`config.mk`:
```
export PLATFORM = sky130hd
export DESIGN_NAME = nd_selection_index_mapper
export DESIGN_NICKNAME = d
export VERILOG_FILES = /design/src/rtl/nsim_pkg.sv /design/src/rtl/nsim_div.sv /design/src/rtl/nd_selection_index_mapper.sv
export VERILOG_INCLUDE_DIRS = /design/src /design/src/rtl
export SDC_FILE = /design/constraint.sdc
export NUM_CORES = 2
export LEC_CHECK = 0
export ABC_AREA = 0
export BUFFER_PORTS_ARGS = -buffer_cell sky130_fd_sc_hd__buf_2
export CAP_MARGIN = 20
export CORE_MARGIN = 2
export CORE_UTILIZATION = 25
export DETAILED_ROUTE_END_ITERATION = 12
export GPL_ROUTABILITY_DRIVEN = 0
export HOLD_SLACK_MARGIN = 0.1
export PLACE_DENSITY = 0.49
export SKIP_LAST_GASP = 1
export SLEW_MARGIN = 15
export SYNTH_ARGS = -nofsm -noshare
export SYNTH_HDL_FRONTEND = slang
export SYNTH_SLANG_ARGS = --single-unit
```
`constraint.sdc`:
```
create_clock -name clk_i -period 14.1 [get_ports clk_i]
set_clock_uncertainty 0.05 [all_clocks]
set_input_delay 2.82 -clock clk_i [delete_from_list [all_inputs] [get_ports clk_i]]
set_output_delay 2.82 -clock clk_i [all_outputs]
set_load 0.05 [all_outputs]
```
`src/rtl/assert_macros.svh`:
```
// assertion macros for the nd selection index mapper
// expects clk_i and rst_ni in the scope of each use
`ifndef ASSERT_MACROS_SVH
`define ASSERT_MACROS_SVH

`ifndef SYNTHESIS
// property must hold at every clock edge outside reset
`define NSIM_ASSERT(lbl, prop) \
  lbl: assert property (@(posedge clk_i) disable iff (!rst_ni) (prop)) \
    else $error("nsim assertion failed");
// condition must never be true outside reset
`define NSIM_ASSERT_NEVER(lbl, cond) \
  lbl: assert property (@(posedge clk_i) disable iff (!rst_ni) !(cond)) \
    else $error("nsim forbidden condition seen");
`else
`define NSIM_ASSERT(lbl, prop)
`define NSIM_ASSERT_NEVER(lbl, cond)
`endif

`endif

```
`src/rtl/nsim_pkg.sv`:
```
// shared types and constants of the nd selection index mapper
// no dependencies; used by nsim_div and nd_selection_index_mapper
package nsim_pkg;

  // fixed field geometry of the stream payloads
  localparam int FIELD_DIMS = 4;
  localparam int FIELD_BITS = 16;
  localparam int INDEX_BITS = 32;
  localparam int DATA_BITS  = INDEX_BITS + FIELD_DIMS * FIELD_BITS;
  localparam int OP_BITS    = 2;
  localparam int CFG_IDX_BITS = 2;

  // operation codes carried in tuser
  typedef enum logic [OP_BITS-1:0] {
    OP_REWIND   = 2'd0,
    OP_ADVANCE  = 2'd1,
    OP_TO_COORD = 2'd2,
    OP_TO_INDEX = 2'd3
  } op_e;

  // configuration register indexes
  typedef enum logic [CFG_IDX_BITS-1:0] {
    REG_DIM_COUNT   = 2'd0,
    REG_DIM_STARTS  = 2'd1,
    REG_DIM_EXTENTS = 2'd2,
    REG_DIM_ROLES   = 2'd3
  } cfg_reg_e;

  // dimension roles that take part in counting
  localparam logic [1:0] ROLE_FREE   = 2'd0;
  localparam logic [1:0] ROLE_SELECT = 2'd3;

  // divider status toward the sequencer
  typedef struct packed {
    logic busy;
    logic done;
  } div_stat_t;

endpackage

```
`src/rtl/nsim_div.sv`:
```
// radix-2 restoring divider, one quotient bit per cycle
// depends on nsim_pkg (div_stat_t)
module nsim_div #(
  parameter int DVD_W = 32,
  parameter int DVS_W = 16
) (
  input  logic               clk_i,
  input  logic               rst_ni,
  input  logic               start_i,
  input  logic [DVD_W-1:0]   dividend_i,
  input  logic [DVS_W-1:0]   divisor_i,
  output logic [DVD_W-1:0]   quot_o,
  output logic [DVS_W-1:0]   rem_o,
  output nsim_pkg::div_stat_t stat_o
);

  localparam int CW = (DVD_W > 1) ? $clog2(DVD_W) : 1;

  logic             busy_q;
  logic             done_q;
  logic [CW-1:0]    cnt_q;
  logic [DVD_W-1:0] quot_q;
  logic [DVS_W-1:0] rem_q;
  logic [DVS_W-1:0] dvs_q;

  logic [DVS_W:0]   trial;
  logic             ge;
  logic [DVS_W:0]   rem_nxt;

  // trial subtract of the shifted partial remainder
  always_comb begin
    trial   = {rem_q, quot_q[DVD_W-1]};
    ge      = (trial >= {1'b0, dvs_q});
    rem_nxt = ge ? (trial - {1'b0, dvs_q}) : trial;
  end

  // control of the iteration
  always_ff @(posedge clk_i or negedge rst_ni) begin
    if (!rst_ni) begin
      busy_q <= 1'b0;
      done_q <= 1'b0;
      cnt_q  <= '0;
    end else if (start_i) begin
      busy_q <= 1'b1;
      done_q <= 1'b0;
      cnt_q  <= CW'(DVD_W - 1);
    end else if (busy_q) begin
      if (cnt_q == '0) begin
        busy_q <= 1'b0;
        done_q <= 1'b1;
      end else begin
        cnt_q <= cnt_q - 1'b1;
      end
    end else begin
      done_q <= 1'b0;
    end
  end

  // quotient and remainder registers
  always_ff @(posedge clk_i) begin
    if (start_i) begin
      quot_q <= dividend_i;
      rem_q  <= '0;
      dvs_q  <= divisor_i;
    end else if (busy_q) begin
      quot_q <= {quot_q[DVD_W-2:0], ge};
      rem_q  <= rem_nxt[DVS_W-1:0];
    end
  end

  assign quot_o      = quot_q;
  assign rem_o       = rem_q;
  assign stat_o.busy = busy_q;
  assign stat_o.done = done_q;

endmodule

```
`src/rtl/nd_selection_index_mapper.sv`:
```
// top level of the nd selection index mapper: odometer, index conversion, config
// depends on nsim_pkg, nsim_div and assert_macros.svh
//
//  channel  | direction | handshake                   | payload
//  s_axis   | in        | s_axis_tvalid/s_axis_tready | tdata index+coords, tuser opcode
//  m_axis   | out       | m_axis_tvalid/m_axis_tready | tdata coords+index, tuser inside,
//           |           |                             | tlast at_end
//  cfg      | in        | cfg_valid_i/cfg_ready_o     | cfg_index_i, cfg_data_i
//
// rewind goes straight to the output state; advance and coordinate-to-index work one
// dimension per step through a shared add/compare or multiply-add unit.
// index-to-coordinates makes one divider pass per counting dimension below the top one,
// on the shared radix-2 divider (32 quotient bits, one per cycle).
// one transaction is worked on at a time; the input is ready only while idle.
// a finished result sits in the output register, so a stalled output only delays the
// handoff of the following result. reset clears config to defaults and the odometer.
module nd_selection_index_mapper #(
  parameter int MAX_DIMS   = 4,
  parameter int COORD_BITS = 16
) (
  input  logic                                 clk_i,
  input  logic                                 rst_ni,
  // input stream
  input  logic                                 s_axis_tvalid,
  output logic                                 s_axis_tready,
  // flat_index, coord_a, coord_b, coord_c, coord_d (lowest bit up)
  input  logic [nsim_pkg::DATA_BITS-1:0]       s_axis_tdata,
  // opcode
  input  logic [nsim_pkg::OP_BITS-1:0]         s_axis_tuser,
  // result stream
  output logic                                 m_axis_tvalid,
  input  logic                                 m_axis_tready,
  // out_coord_a, out_coord_b, out_coord_c, out_coord_d, out_index (lowest bit up)
  output logic [nsim_pkg::DATA_BITS-1:0]       m_axis_tdata,
  // inside_res
  output logic                                 m_axis_tuser,
  // at_end
  output logic                                 m_axis_tlast,
  // configuration writes
  input  logic                                 cfg_valid_i,
  output logic                                 cfg_ready_o,
  input  logic [nsim_pkg::CFG_IDX_BITS-1:0]    cfg_index_i,
  input  logic [63:0]                          cfg_data_i
);

  localparam int FB    = nsim_pkg::FIELD_BITS;
  localparam int IB    = nsim_pkg::INDEX_BITS;
  localparam int FD    = nsim_pkg::FIELD_DIMS;
  localparam int LANES = 64 / COORD_BITS;
  localparam int ND0   = (MAX_DIMS < FD) ? MAX_DIMS : FD;
  localparam int NDIMS = (ND0 < LANES) ? ND0 : LANES;
  localparam int DIX   = (NDIMS > 1) ? $clog2(NDIMS) : 1;
  localparam int OW    = (COORD_BITS > FB) ? COORD_BITS : FB;
  localparam int VW    = OW + 1;
  localparam int MW    = IB + COORD_BITS;

  // sequencer states
  localparam logic [2:0] ST_IDLE     = 3'd0;
  localparam logic [2:0] ST_ODO      = 3'd1;
  localparam logic [2:0] ST_DIV_SEL  = 3'd2;
  localparam logic [2:0] ST_DIV_WAIT = 3'd3;
  localparam logic [2:0] ST_IDX      = 3'd4;
  localparam logic [2:0] ST_OUT      = 3'd5;

  // configuration registers
  logic [2:0]  dim_count_q;
  logic [63:0] dim_starts_q;
  logic [63:0] dim_extents_q;
  logic [7:0]  dim_roles_q;

  // sequencer and working registers
  logic [2:0]            state_q, state_d;
  logic [DIX-1:0]        d_q, d_d;
  nsim_pkg::op_e         op_q, op_d;
  logic [IB-1:0]         q_q, q_d;
  logic [IB-1:0]         acc_q, acc_d;
  logic                  ok_q, ok_d;
  logic                  sat_q, sat_d;
  logic                  done_q, done_d;
  logic [COORD_BITS-1:0] odo_q [NDIMS];
  logic [COORD_BITS-1:0] odo_d [NDIMS];
  logic [COORD_BITS-1:0] res_q [NDIMS];
  logic [COORD_BITS-1:0] res_d [NDIMS];
  logic [FB-1:0]         coord_q [NDIMS];
  logic [FB-1:0]         coord_d [NDIMS];

  // output register
  logic                               m_valid_q, m_valid_d;
  logic [nsim_pkg::DATA_BITS-1:0]     m_data_q, m_data_d;
  logic                               m_user_q, m_user_d;
  logic                               m_last_q, m_last_d;

  // per-dimension views of the configuration
  logic [COORD_BITS-1:0] start_w [NDIMS];
  logic [COORD_BITS-1:0] ext_w   [NDIMS];
  logic [NDIMS-1:0]      mask_w;
  logic [NDIMS-1:0]      hi_w;
  logic [2:0]            n_w;

  // shared step unit signals
  logic [COORD_BITS-1:0] s_sel, e_sel;
  logic [COORD_BITS:0]   nxt_w, lim_w;
  logic                  step_hit;
  logic [VW-1:0]         v_w, vlo_w, vhi_w, diff_w;
  logic                  in_rng;
  logic [MW-1:0]         mac_w;

  // divider hookup
  logic                  div_start;
  logic [IB-1:0]         div_quot;
  logic [COORD_BITS-1:0] div_rem;
  nsim_pkg::div_stat_t   div_stat;

  logic [FB-1:0]         out_c_w [FD];
  logic [IB-1:0]         out_idx_w;
  nsim_pkg::op_e         op_in;

  assign op_in = nsim_pkg::op_e'(s_axis_tuser);

  // active dimension count, zero read as one and clamped to what the block holds
  always_comb begin
    if (dim_count_q == 3'd0) begin
      n_w = 3'd1;
    end else if (dim_count_q > 3'(NDIMS)) begin
      n_w = 3'(NDIMS);
    end else begin
      n_w = dim_count_q;
    end
  end

  // start, extent and counting mask of each dimension
  always_comb begin
    for (int d = 0; d < NDIMS; d++) begin
      start_w[d] = dim_starts_q[d*COORD_BITS +: COORD_BITS];
      ext_w[d]   = dim_extents_q[d*COORD_BITS +: COORD_BITS];
      if (ext_w[d] == '0) begin
        ext_w[d] = COORD_BITS'(1);
      end
      mask_w[d] = (3'(d) < n_w) &&
                  ((dim_roles_q[2*d +: 2] == nsim_pkg::ROLE_FREE) ||
                   (dim_roles_q[2*d +: 2] == nsim_pkg::ROLE_SELECT));
    end
  end

  // counting dimensions above each dimension
  always_comb begin
    hi_w[NDIMS-1] = 1'b0;
    for (int d = NDIMS - 2; d >= 0; d--) begin
      hi_w[d] = hi_w[d+1] | mask_w[d+1];
    end
  end

  // shared step unit on the selected dimension
  always_comb begin
    s_sel    = start_w[d_q];
    e_sel    = ext_w[d_q];
    nxt_w    = {1'b0, odo_q[d_q]} + 1'b1;
    lim_w    = {1'b0, s_sel} + {1'b0, e_sel};
    step_hit = mask_w[d_q] && (nxt_w < lim_w);
    v_w      = VW'(coord_q[d_q]);
    vlo_w    = VW'(s_sel);
    vhi_w    = VW'(s_sel) + VW'(e_sel);
    in_rng   = (v_w >= vlo_w) && (v_w < vhi_w);
    diff_w   = v_w - vlo_w;
    mac_w    = MW'(acc_q) * MW'(e_sel) + MW'(diff_w[COORD_BITS-1:0]);
  end

  // result fields as they leave the block
  for (genvar k = 0; k < FD; k++) begin : g_out
    if (k < NDIMS) begin : g_used
      logic [COORD_BITS-1:0] val;
      assign val = ((op_q == nsim_pkg::OP_REWIND) || (op_q == nsim_pkg::OP_ADVANCE)) ?
                   (mask_w[k] ? odo_q[k] : '0) : res_q[k];
      assign out_c_w[k] = FB'(OW'(val));
    end else begin : g_unused
      assign out_c_w[k] = '0;
    end
  end

  assign out_idx_w = (op_q != nsim_pkg::OP_TO_INDEX) ? '0 :
                     ((!ok_q || sat_q) ? '1 : acc_q);

  // sequencer
  always_comb begin
    state_d   = state_q;
    d_d       = d_q;
    op_d      = op_q;
    q_d       = q_q;
    acc_d     = acc_q;
    ok_d      = ok_q;
    sat_d     = sat_q;
    done_d    = done_q;
    odo_d     = odo_q;
    res_d     = res_q;
    coord_d   = coord_q;
    div_start = 1'b0;
    m_valid_d = m_valid_q;
    m_data_d  = m_data_q;
    m_user_d  = m_user_q;
    m_last_d  = m_last_q;

    if (m_axis_tvalid && m_axis_tready) begin
      m_valid_d = 1'b0;
    end

    unique case (state_q)
      ST_IDLE: begin
        if (s_axis_tvalid) begin
          op_d  = op_in;
          q_d   = s_axis_tdata[IB-1:0];
          acc_d = '0;
          ok_d  = 1'b1;
          sat_d = 1'b0;
          d_d   = '0;
          for (int d = 0; d < NDIMS; d++) begin
            coord_d[d] = s_axis_tdata[IB + d*FB +: FB];
            res_d[d]   = '0;
          end
          unique case (op_in)
            nsim_pkg::OP_REWIND: begin
              for (int d = 0; d < NDIMS; d++) begin
                odo_d[d] = mask_w[d] ? start_w[d] : '0;
              end
              done_d  = 1'b0;
              state_d = ST_OUT;
            end
            nsim_pkg::OP_ADVANCE: begin
              state_d = done_q ? ST_OUT : ST_ODO;
            end
            nsim_pkg::OP_TO_COORD: begin
              state_d = ST_DIV_SEL;
            end
            nsim_pkg::OP_TO_INDEX: begin
              d_d     = DIX'(NDIMS - 1);
              state_d = ST_IDX;
            end
            default: state_d = ST_IDLE;
          endcase
        end
      end

      // odometer advance, lowest dimension first
      ST_ODO: begin
        if (step_hit) begin
          odo_d[d_q] = nxt_w[COORD_BITS-1:0];
          for (int r = 0; r < NDIMS; r++) begin
            if ((DIX'(r) < d_q) && mask_w[r]) begin
              odo_d[r] = start_w[r];
            end
          end
          state_d = ST_OUT;
        end else if (d_q == DIX'(NDIMS - 1)) begin
          for (int r = 0; r < NDIMS; r++) begin
            if (mask_w[r]) begin
              odo_d[r] = start_w[r] + ext_w[r];
            end
          end
          done_d  = 1'b1;
          state_d = ST_OUT;
        end else begin
          d_d = d_q + 1'b1;
        end
      end

      // index to coordinates, one digit per divider pass
      ST_DIV_SEL: begin
        if (!mask_w[d_q]) begin
          if (d_q == DIX'(NDIMS - 1)) begin
            state_d = ST_OUT;
          end else begin
            d_d = d_q + 1'b1;
          end
        end else if (!hi_w[d_q]) begin
          // top counting dimension takes the whole quotient
          res_d[d_q] = s_sel + q_q[COORD_BITS-1:0];
          state_d    = ST_OUT;
        end else begin
          div_start = 1'b1;
          state_d   = ST_DIV_WAIT;
        end
      end

      ST_DIV_WAIT: begin
        if (div_stat.done) begin
          res_d[d_q] = s_sel + div_rem;
          q_d        = div_quot;
          if (d_q == DIX'(NDIMS - 1)) begin
            state_d = ST_OUT;
          end else begin
            d_d     = d_q + 1'b1;
            state_d = ST_DIV_SEL;
          end
        end
      end

      // coordinates to index, horner form from the top dimension down
      ST_IDX: begin
        if (mask_w[d_q]) begin
          ok_d  = ok_q & in_rng;
          acc_d = mac_w[IB-1:0];
          sat_d = sat_q | (mac_w[MW-1:IB] != '0);
        end
        if (d_q == '0) begin
          state_d = ST_OUT;
        end else begin
          d_d = d_q - 1'b1;
        end
      end

      // hand the result to the output register
      ST_OUT: begin
        if (!m_valid_q || m_axis_tready) begin
          m_valid_d = 1'b1;
          m_data_d  = {out_idx_w, out_c_w[3], out_c_w[2], out_c_w[1], out_c_w[0]};
          m_user_d  = (op_q == nsim_pkg::OP_TO_INDEX) && ok_q;
          m_last_d  = done_q;
          state_d   = ST_IDLE;
        end
      end

      default: state_d = ST_IDLE;
    endcase
  end

  // control registers
  always_ff @(posedge clk_i or negedge rst_ni) begin
    if (!rst_ni) begin
      state_q   <= ST_IDLE;
      d_q       <= '0;
      done_q    <= 1'b0;
      m_valid_q <= 1'b0;
      for (int d = 0; d < NDIMS; d++) begin
        odo_q[d] <= '0;
      end
    end else begin
      state_q   <= state_d;
      d_q       <= d_d;
      done_q    <= done_d;
      m_valid_q <= m_valid_d;
      odo_q     <= odo_d;
    end
  end

  // payload registers
  always_ff @(posedge clk_i) begin
    op_q     <= op_d;
    q_q      <= q_d;
    acc_q    <= acc_d;
    ok_q     <= ok_d;
    sat_q    <= sat_d;
    res_q    <= res_d;
    coord_q  <= coord_d;
    m_data_q <= m_data_d;
    m_user_q <= m_user_d;
    m_last_q <= m_last_d;
  end

  // configuration registers
  always_ff @(posedge clk_i or negedge rst_ni) begin
    if (!rst_ni) begin
      dim_count_q   <= 3'd4;
      dim_starts_q  <= '0;
      dim_extents_q <= 64'h0001_0001_0001_0001;
      dim_roles_q   <= '0;
    end else if (cfg_valid_i) begin
      unique case (nsim_pkg::cfg_reg_e'(cfg_index_i))
        nsim_pkg::REG_DIM_COUNT:   dim_count_q   <= cfg_data_i[2:0];
        nsim_pkg::REG_DIM_STARTS:  dim_starts_q  <= cfg_data_i;
        nsim_pkg::REG_DIM_EXTENTS: dim_extents_q <= cfg_data_i;
        nsim_pkg::REG_DIM_ROLES:   dim_roles_q   <= cfg_data_i[7:0];
        default: dim_roles_q <= dim_roles_q;
      endcase
    end
  end

  // shared divider
  nsim_div #(
    .DVD_W(IB),
    .DVS_W(COORD_BITS)
  ) u_div (
    .clk_i     (clk_i),
    .rst_ni    (rst_ni),
    .start_i   (div_start),
    .dividend_i(q_q),
    .divisor_i (e_sel),
    .quot_o    (div_quot),
    .rem_o     (div_rem),
    .stat_o    (div_stat)
  );

  assign s_axis_tready = (state_q == ST_IDLE);
  assign m_axis_tvalid = m_valid_q;
  assign m_axis_tdata  = m_data_q;
  assign m_axis_tuser  = m_user_q;
  assign m_axis_tlast  = m_last_q;
  assign cfg_ready_o   = 1'b1;

  // checks
  `include "assert_macros.svh"

  `NSIM_ASSERT(a_odo_end_sets_done, (state_q == ST_ODO && !step_hit && d_q == DIX'(NDIMS - 1)) |=> done_q)
  `NSIM_ASSERT_NEVER(a_div_start_when_busy, div_start && div_stat.busy)
  `NSIM_ASSERT_NEVER(a_div_done_out_of_wait, div_stat.done && state_q != ST_DIV_WAIT)

endmodule

```
### After elaboration in Yosys (flattened, before gate mapping)

Cells that the tools add are included.

* output and inout port bits: 101
* flip-flop bits (word level): 575
* word-level logic and storage cells: 283
* input port bits: 169

* bitwise gates (word level): 5
* add/subtract/negate cells: 14
* mux-type cells: 113
* reductions and logical operators: 61
* magnitude comparators: 16
* eq/ne operators: 38
* multiply operators: 1

Operator list (count)
* 2-to-1 mux 16 bit: 34
* 2-to-1 mux 64 bit: 8
* 2-to-1 mux 32 bit: 7
* bitwise mux 64 bit: 3
* one-hot mux 64 bit (3 select lines): 1
* binary-select mux 16 bit (select 2 bit): 4
* one-hot mux 32 bit (2 select lines): 2
* one-hot mux 64 bit (2 select lines): 1
* adder 16 bit: 6
* zero test 16 bit: 4
* adder 48 x 16 -> 48 bit: 1
* multiplier 32 x 16 -> 48 bit: 1
* 2-to-1 mux 3 bit: 12
* demux 16 bit (select 2 bit): 1
* subtractor 16 bit: 2
* AND reduction 5 bit: 6
* != test 2 bit, second input constant: 12
* 2-to-1 mux 1 bit: 22
* == test 2 bit, second input constant: 10
* != test 3 bit, second input constant: 6
* one-hot mux 3 bit (6 select lines): 1
* adder 16 x 1 -> 17 bit, second input constant: 1
* adder 16 x 16 -> 17 bit: 1
* greater-or-equal comparator 17 x 16 -> 1 bit: 1
* other kinds (42): 101

### Logic depth before layout (Yosys ltp)

* depth after elaboration: 14
* mapped depth: 38
* gate-level depth less buffers: 33

### By module

From an unflattened synthesis, not the netlist that was laid out.

* cells, all modules: 4971
* area total of the unflattened synthesis: 50450.9 um^2

By module, submodules not included
* nd_selection_index_mapper: instances 1, cells each 4633, sequential area each 14089.8 um^2, area an instance 46638.5 um^2
* nsim_div: instances 1, cells each 338, sequential area each 1936.9 um^2, area an instance 3812.4 um^2

### Least setup slack after synthesis

OpenSTA, ideal clock, no wires.

* path kind: input port to flip-flop
* from: input port s_axis_tvalid
* to: register res_q[0] (netlist bit) (enable)
* required time: 13.406 ns
* buffers on the path: 0
* library setup time: 0.644 ns
* setup slack: 4.321 ns
* cell stages on the path: 2
* arrival: 9.086 ns
* cells stage by stage: o22ai_1 nor4_1

* longest elaborated chain between the ends: 2

RTL lines
* from (decl): RTL line nd_selection_index_mapper.sv:24 `input logic s_axis_tvalid,`
* != test 2 bit (no line)
* AND reduction 5 bit (no line)
* to (signal assigned): RTL line nd_selection_index_mapper.sv:351 `res_q <= res_d;`
* to (decl): RTL line nd_selection_index_mapper.sv:82 `logic [COORD_BITS-1:0] res_q [NDIMS];`

No other way between the ends.
A chain may end at the register's enable or synchronous reset.

### Worst setup path after layout

* from: register d_q[0]
* to: register sat_q, data pin

* longest elaborated chain between the ends: 10
* elaborated cells between the ends (all ways): 17
* classes of those cells: add/sub: 2; mul: 1; mux: 11; bitwise: 2; reduce/logical: 1

RTL lines
* from (decl): RTL line nd_selection_index_mapper.sv:73 `logic [DIX-1:0] d_q, d_d;`
* from (signal assigned): RTL line nd_selection_index_mapper.sv:329 `d_q <= '0;`
* from (signal assigned): RTL line nd_selection_index_mapper.sv:337 `d_q <= d_d;`
* inverter 2 -> 3 bit (not written as such) *: RTL line nd_selection_index_mapper.sv:155, nd_selection_index_mapper.sv:156, nd_selection_index_mapper.sv:160
* binary-select mux 16 bit (select 2 bit) (on tied branches): RTL line nd_selection_index_mapper.sv:156, nd_selection_index_mapper.sv:155, nd_selection_index_mapper.sv:160
* 2-to-1 mux 16 bit (on tied branches) (2 in series): RTL line nd_selection_index_mapper.sv:156, nd_selection_index_mapper.sv:155, nd_selection_index_mapper.sv:160
* multiplier 32 x 16 -> 48 bit or subtractor 16 bit (tied branches): RTL line nd_selection_index_mapper.sv:165, nd_selection_index_mapper.sv:164
* adder 48 x 16 -> 48 bit *: RTL line nd_selection_index_mapper.sv:165 `mac_w = MW'(acc_q) * MW'(e_sel) + MW'(diff_w[COORD_BITS-1:0]);`
* nonzero test 16 bit *: RTL line nd_selection_index_mapper.sv:301 `sat_d = sat_q | (mac_w[MW-1:IB] != '0);`
* OR 1 bit *: RTL line nd_selection_index_mapper.sv:301
* 2-to-1 mux 1 bit *: RTL line nd_selection_index_mapper.sv:298 `if (mask_w[d_q]) begin`
* one-hot mux 1 bit (2 select lines) *: RTL line nd_selection_index_mapper.sv:206 `unique case (state_q)`
* to (signal assigned): RTL line nd_selection_index_mapper.sv:350 `sat_q <= sat_d;`
* to (decl): RTL line nd_selection_index_mapper.sv:78 `logic sat_q, sat_d;`

Every way passes the cells marked *; elsewhere a longest branch is shown, timed or not. The select of a mux whose other input is x is not followed.

==> metrics.log <==
[metrics] run status: finished clean
[metrics] RSZ-0062 raised after global routing: no
[metrics] top cells by count, synth: sky130_fd_sc_hd__nand2_1, sky130_fd_sc_hd__inv_1, sky130_fd_sc_hd__fa_1
[metrics] Hold WC Path Type: reg2reg
[metrics] reg-to-reg critical path endpoint: sat_q$_SDFFCE_PN0P_
[metrics] number of cells traversed by the worst hold path: 2
[metrics] nature of the critical path startpoint: flip-flop
[metrics] number of detailed-routing iterations run before antenna repair: 6
[metrics] number of nets with antenna violations after detailed routing: 0
[metrics] Root Buffer: sky130_fd_sc_hd__clkbuf_16
[metrics] sequential-to-total area share from yosys stat: 32.4%
[metrics] clock tree from TritonCTS: built
[metrics] Crit path max-delay family: compound AO/OA/AOI/OAI gates
[metrics] Yosys warning count: 0
[metrics] count of buffering cells on the critical path with inverters included: 5
[metrics] maximum number of pins on one net before global-route repair: 96
[metrics] reg2reg setup slack: 3690 ps
[metrics] net count reported at finish: 5993
[metrics] die width: 449 um
[metrics] number of antenna violations at the first check in global routing: 48
[metrics] Cell variety after synth: 85
[metrics] crit end category: flip-flop
[metrics] PostCTS Resize Cnt: 0
[metrics] CTS Hold Bufs: 0
[metrics] Final TNS setup: 0 ps
[metrics] Post-Syn Instances: 4952
[metrics] number of enable flip-flop cells after synthesis: 342
[metrics] maximum single-stage delay on the critical path: 870 ps
[metrics] layout overhead on the synthesized area: 13.1%
[metrics] maximum clock rate: 96.0 MHz
[metrics] number of nets produced by synthesis: 5879
[metrics] total clock buffers created by CTS: 73
[metrics] wire length of the first global-routing pass: 254 mm
[metrics] FF-to-FF path depth: 33
[metrics] die height: 449 um
[metrics] full die area: 201000 um^2
[metrics] share of the synthesized area in the top cell type: 20.8%
[metrics] Synth Cell Area: 49500 um^2
[metrics] Max Fanout on Critical Path: 39
[metrics] io pins: 270
[metrics] remaining global-route overflow: 0
[metrics] most area-hungry cell type in the Yosys netlist: sky130_fd_sc_hd__edfxtp_1
[metrics] ys async rst share: 37.7%
[metrics] H-tree levels: 3
[metrics] required time reported for the critical path endpoint: 14480 ps
[metrics] transition time of the tightest slew-check pin: 1080 ps
[metrics] post-CTS clock slew at the launch and capture registers of the worst setup and hold paths: 60 ps
[metrics] hold violation count in the final report: 0
[metrics] number of global-route vias before repair: 38013
[metrics] destination of the worst hold path: u_div.rem_o[8]$_SDFFE_PP0P_
[metrics] first-iteration detailed-routing DRC count: 2918
[metrics] number of remaining DRC errors: 0
[metrics] leading cell types by total area after synthesis: sky130_fd_sc_hd__edfxtp_1, sky130_fd_sc_hd__fa_1, sky130_fd_sc_hd__dfrtp_1
[metrics] starting utilization of the core area: 25.1%
[metrics] total clock sinks: 575
[metrics] startpoint of the worst-slack reg-to-reg timing path: d_q[0]$_DFFE_PN0P_
[metrics] min Tclk post-route: 10410 ps
[metrics] Final setup violation count: 0
[metrics] average size of a mapped cell: 9.99 um^2
[metrics] number of max-cap violations: 0
[metrics] final period utilization: 73.8%
[metrics] Max-Slew Margin vs Limit: 27.7%
[metrics] WL/cell: 22.1 um
[metrics] number of max-slew violations in the final report: 0
[metrics] Setup CP Type: reg2reg
[metrics] total track usage: 16.8%
[metrics] area of the core region: 197000 um^2
[metrics] number of buffers inserted to repair setup after CTS: 0
[metrics] worst hold start: u_div.rem_o[8]$_SDFFE_PP0P_
[metrics] CP max-delay cell: sky130_fd_sc_hd__dfrtp_4
[metrics] number of rows created at floorplan: 163
[metrics] routed via count: 37346
[metrics] flip-flop and latch count after synthesis: 575
[metrics] most frequently used cell type in the post-synthesis netlist: sky130_fd_sc_hd__nand2_1
[metrics] HPWL after DPL: 132 mm
[metrics] fraction of final layout cells with drive strength greater than 1: 14.3%
[metrics] Max Root-Sink Buffers: 3
[metrics] insertion delay of the later-clocked pin in the worst-skew pair: 720 ps
[metrics] top flip-flop cell by instance count after synthesis: sky130_fd_sc_hd__edfxtp_1
[metrics] data arrival at the endpoint of the critical path: 10790 ps
[metrics] buffers added on ports: 268
[metrics] Detailed Route WL: 172 mm
[metrics] via density per instance: 4.81
## worst reg2reg max path: cells and delay by family, from the launching register on
kind            cells  cell delay, ps
fa+ha+maj           6            2590
flops               1             870
compound gates     14            3120
simple gates        5            1180
buf+inv             5            1110
mux                 1             690
xor+xnor            2             560
## worst max-delay path by stage
stage | from | to | slack (ps) | cells past startpoint
finish | d_q[0]$_DFFE_PN0P_ | sat_q$_SDFFCE_PN0P_ | 3690 | 33
global route | d_q[0]$_DFFE_PN0P_ | sat_q$_SDFFCE_PN0P_ | 2960 | 33
floorplan | s_axis_tvalid | res_q[0]$_SDFFCE_PN0P_ | 4320 | 2
detailed placement | d_q[0]$_DFFE_PN0P_ | sat_q$_SDFFCE_PN0P_ | 3710 | 33
global placement | d_q[0]$_DFFE_PN0P_ | sat_q$_SDFFCE_PN0P_ | 3750 | 33
CTS | d_q[0]$_DFFE_PN0P_ | sat_q$_SDFFCE_PN0P_ | 3680 | 33
## metrics by stage
stage / worst slack (ps) / instances / area [um^2] / hold slack (ps) / utilization [%]
2_1_floorplan: 4320 / 4952 / 49500 / 407 / -
3_3_place_gp: 3750 / 7629 / 53500 / 440 / 27.2
3_5_place_dp: 3710 / 7629 / 53500 / 449 / 27.2
4_1_cts: 3680 / 7764 / 55900 / 463 / 28.4
5_1_grt: 2960 / 7767 / 56000 / 485 / 28.4
6_report: 3690 / 7769 / 56000 / 459 / 28.4
## sequential cells by signal, indices dropped and copies added, names as in the netlist, 32 cells and up
name           flops
acc_q             32
coord_q           64
dim_extents_q     64
dim_starts_q      64
m_axis_tdata      96
odo_q             64
q_q               32
res_q             64
u_div.quot_o      32
## layout make-up
type	instances	area, um^2
Multi-Input combinational cell	3515	30200
Tap cell	2640	3300
Clock inverter	32	344
Antenna cell	3	7.51
Fill cell	20905	141000
Clock buffer	103	2070
Sequential cell	575	16000
Timing Repair Buffer	334	1840
Inverter	567	2130
## layer usage
layer  wire length [um]  GRT usage, %  up-vias
li1                   -             -    16924
met1              69700          21.0    18827
met2              85000          28.9     1245
met3               9760          2.65      334
met4               7310          6.63       16
met5                133             0        -
## kinds of logic after synthesis
group                      share of synthesized area [%]
and+or+nand+nor                                     13.8
AOI/OAI and AO/OA                                   11.3
buffers and inverters                               6.64
adders and majority gates                           25.9
DFF                                                 32.4
muxes                                               6.95
xor gates and xnor gates                            3.10
other                                            0.00758
## placed cells by master, fill, tap and decap left out, types with 12 or more instances in the layout
cell / netlist / layout
sky130_fd_sc_hd__nand2_1: 702 / 701
sky130_fd_sc_hd__nor2_1: 190 / 186
sky130_fd_sc_hd__ha_1: 315 / 315
sky130_fd_sc_hd__dfxtp_1: 16 / 16
sky130_fd_sc_hd__a211oi_1: 44 / 44
sky130_fd_sc_hd__nand2b_1: 20 / 19
sky130_fd_sc_hd__o211ai_1: 17 / 17
sky130_fd_sc_hd__clkinv_1: 2 / 12
sky130_fd_sc_hd__nor2b_1: 28 / 27
sky130_fd_sc_hd__buf_4: 5 / 64
sky130_fd_sc_hd__nand3_1: 81 / 80
sky130_fd_sc_hd__inv_1: 564 / 564
sky130_fd_sc_hd__or3_1: 15 / 15
sky130_fd_sc_hd__a22oi_1: 32 / 32
sky130_fd_sc_hd__clkbuf_8: 0 / 13
sky130_fd_sc_hd__a21oi_1: 179 / 179
sky130_fd_sc_hd__mux4_2: 64 / 64
sky130_fd_sc_hd__a21o_1: 84 / 84
sky130_fd_sc_hd__xnor2_1: 100 / 99
sky130_fd_sc_hd__edfxtp_1: 342 / 342
sky130_fd_sc_hd__and3_1: 24 / 24
sky130_fd_sc_hd__o21a_1: 52 / 52
sky130_fd_sc_hd__dfrtp_1: 212 / 210
sky130_fd_sc_hd__xor2_1: 75 / 75
sky130_fd_sc_hd__clkbuf_1: 256 / 17
sky130_fd_sc_hd__clkbuf_16: 0 / 73
sky130_fd_sc_hd__buf_2: 20 / 269
sky130_fd_sc_hd__nand4_1: 17 / 17
sky130_fd_sc_hd__a31oi_1: 29 / 29
sky130_fd_sc_hd__o21ai_0: 279 / 279
sky130_fd_sc_hd__nor4_1: 24 / 23
sky130_fd_sc_hd__and2_1: 283 / 281
sky130_fd_sc_hd__nor3_1: 56 / 56
sky130_fd_sc_hd__a221oi_1: 19 / 19
sky130_fd_sc_hd__fa_1: 443 / 443
sky130_fd_sc_hd__a31o_2: 13 / 13
sky130_fd_sc_hd__mux2_2: 171 / 171
Power is left out: the tool's default activity adds up to more than one toggle a clock period on the data nets, which glitch-free logic cannot reach.
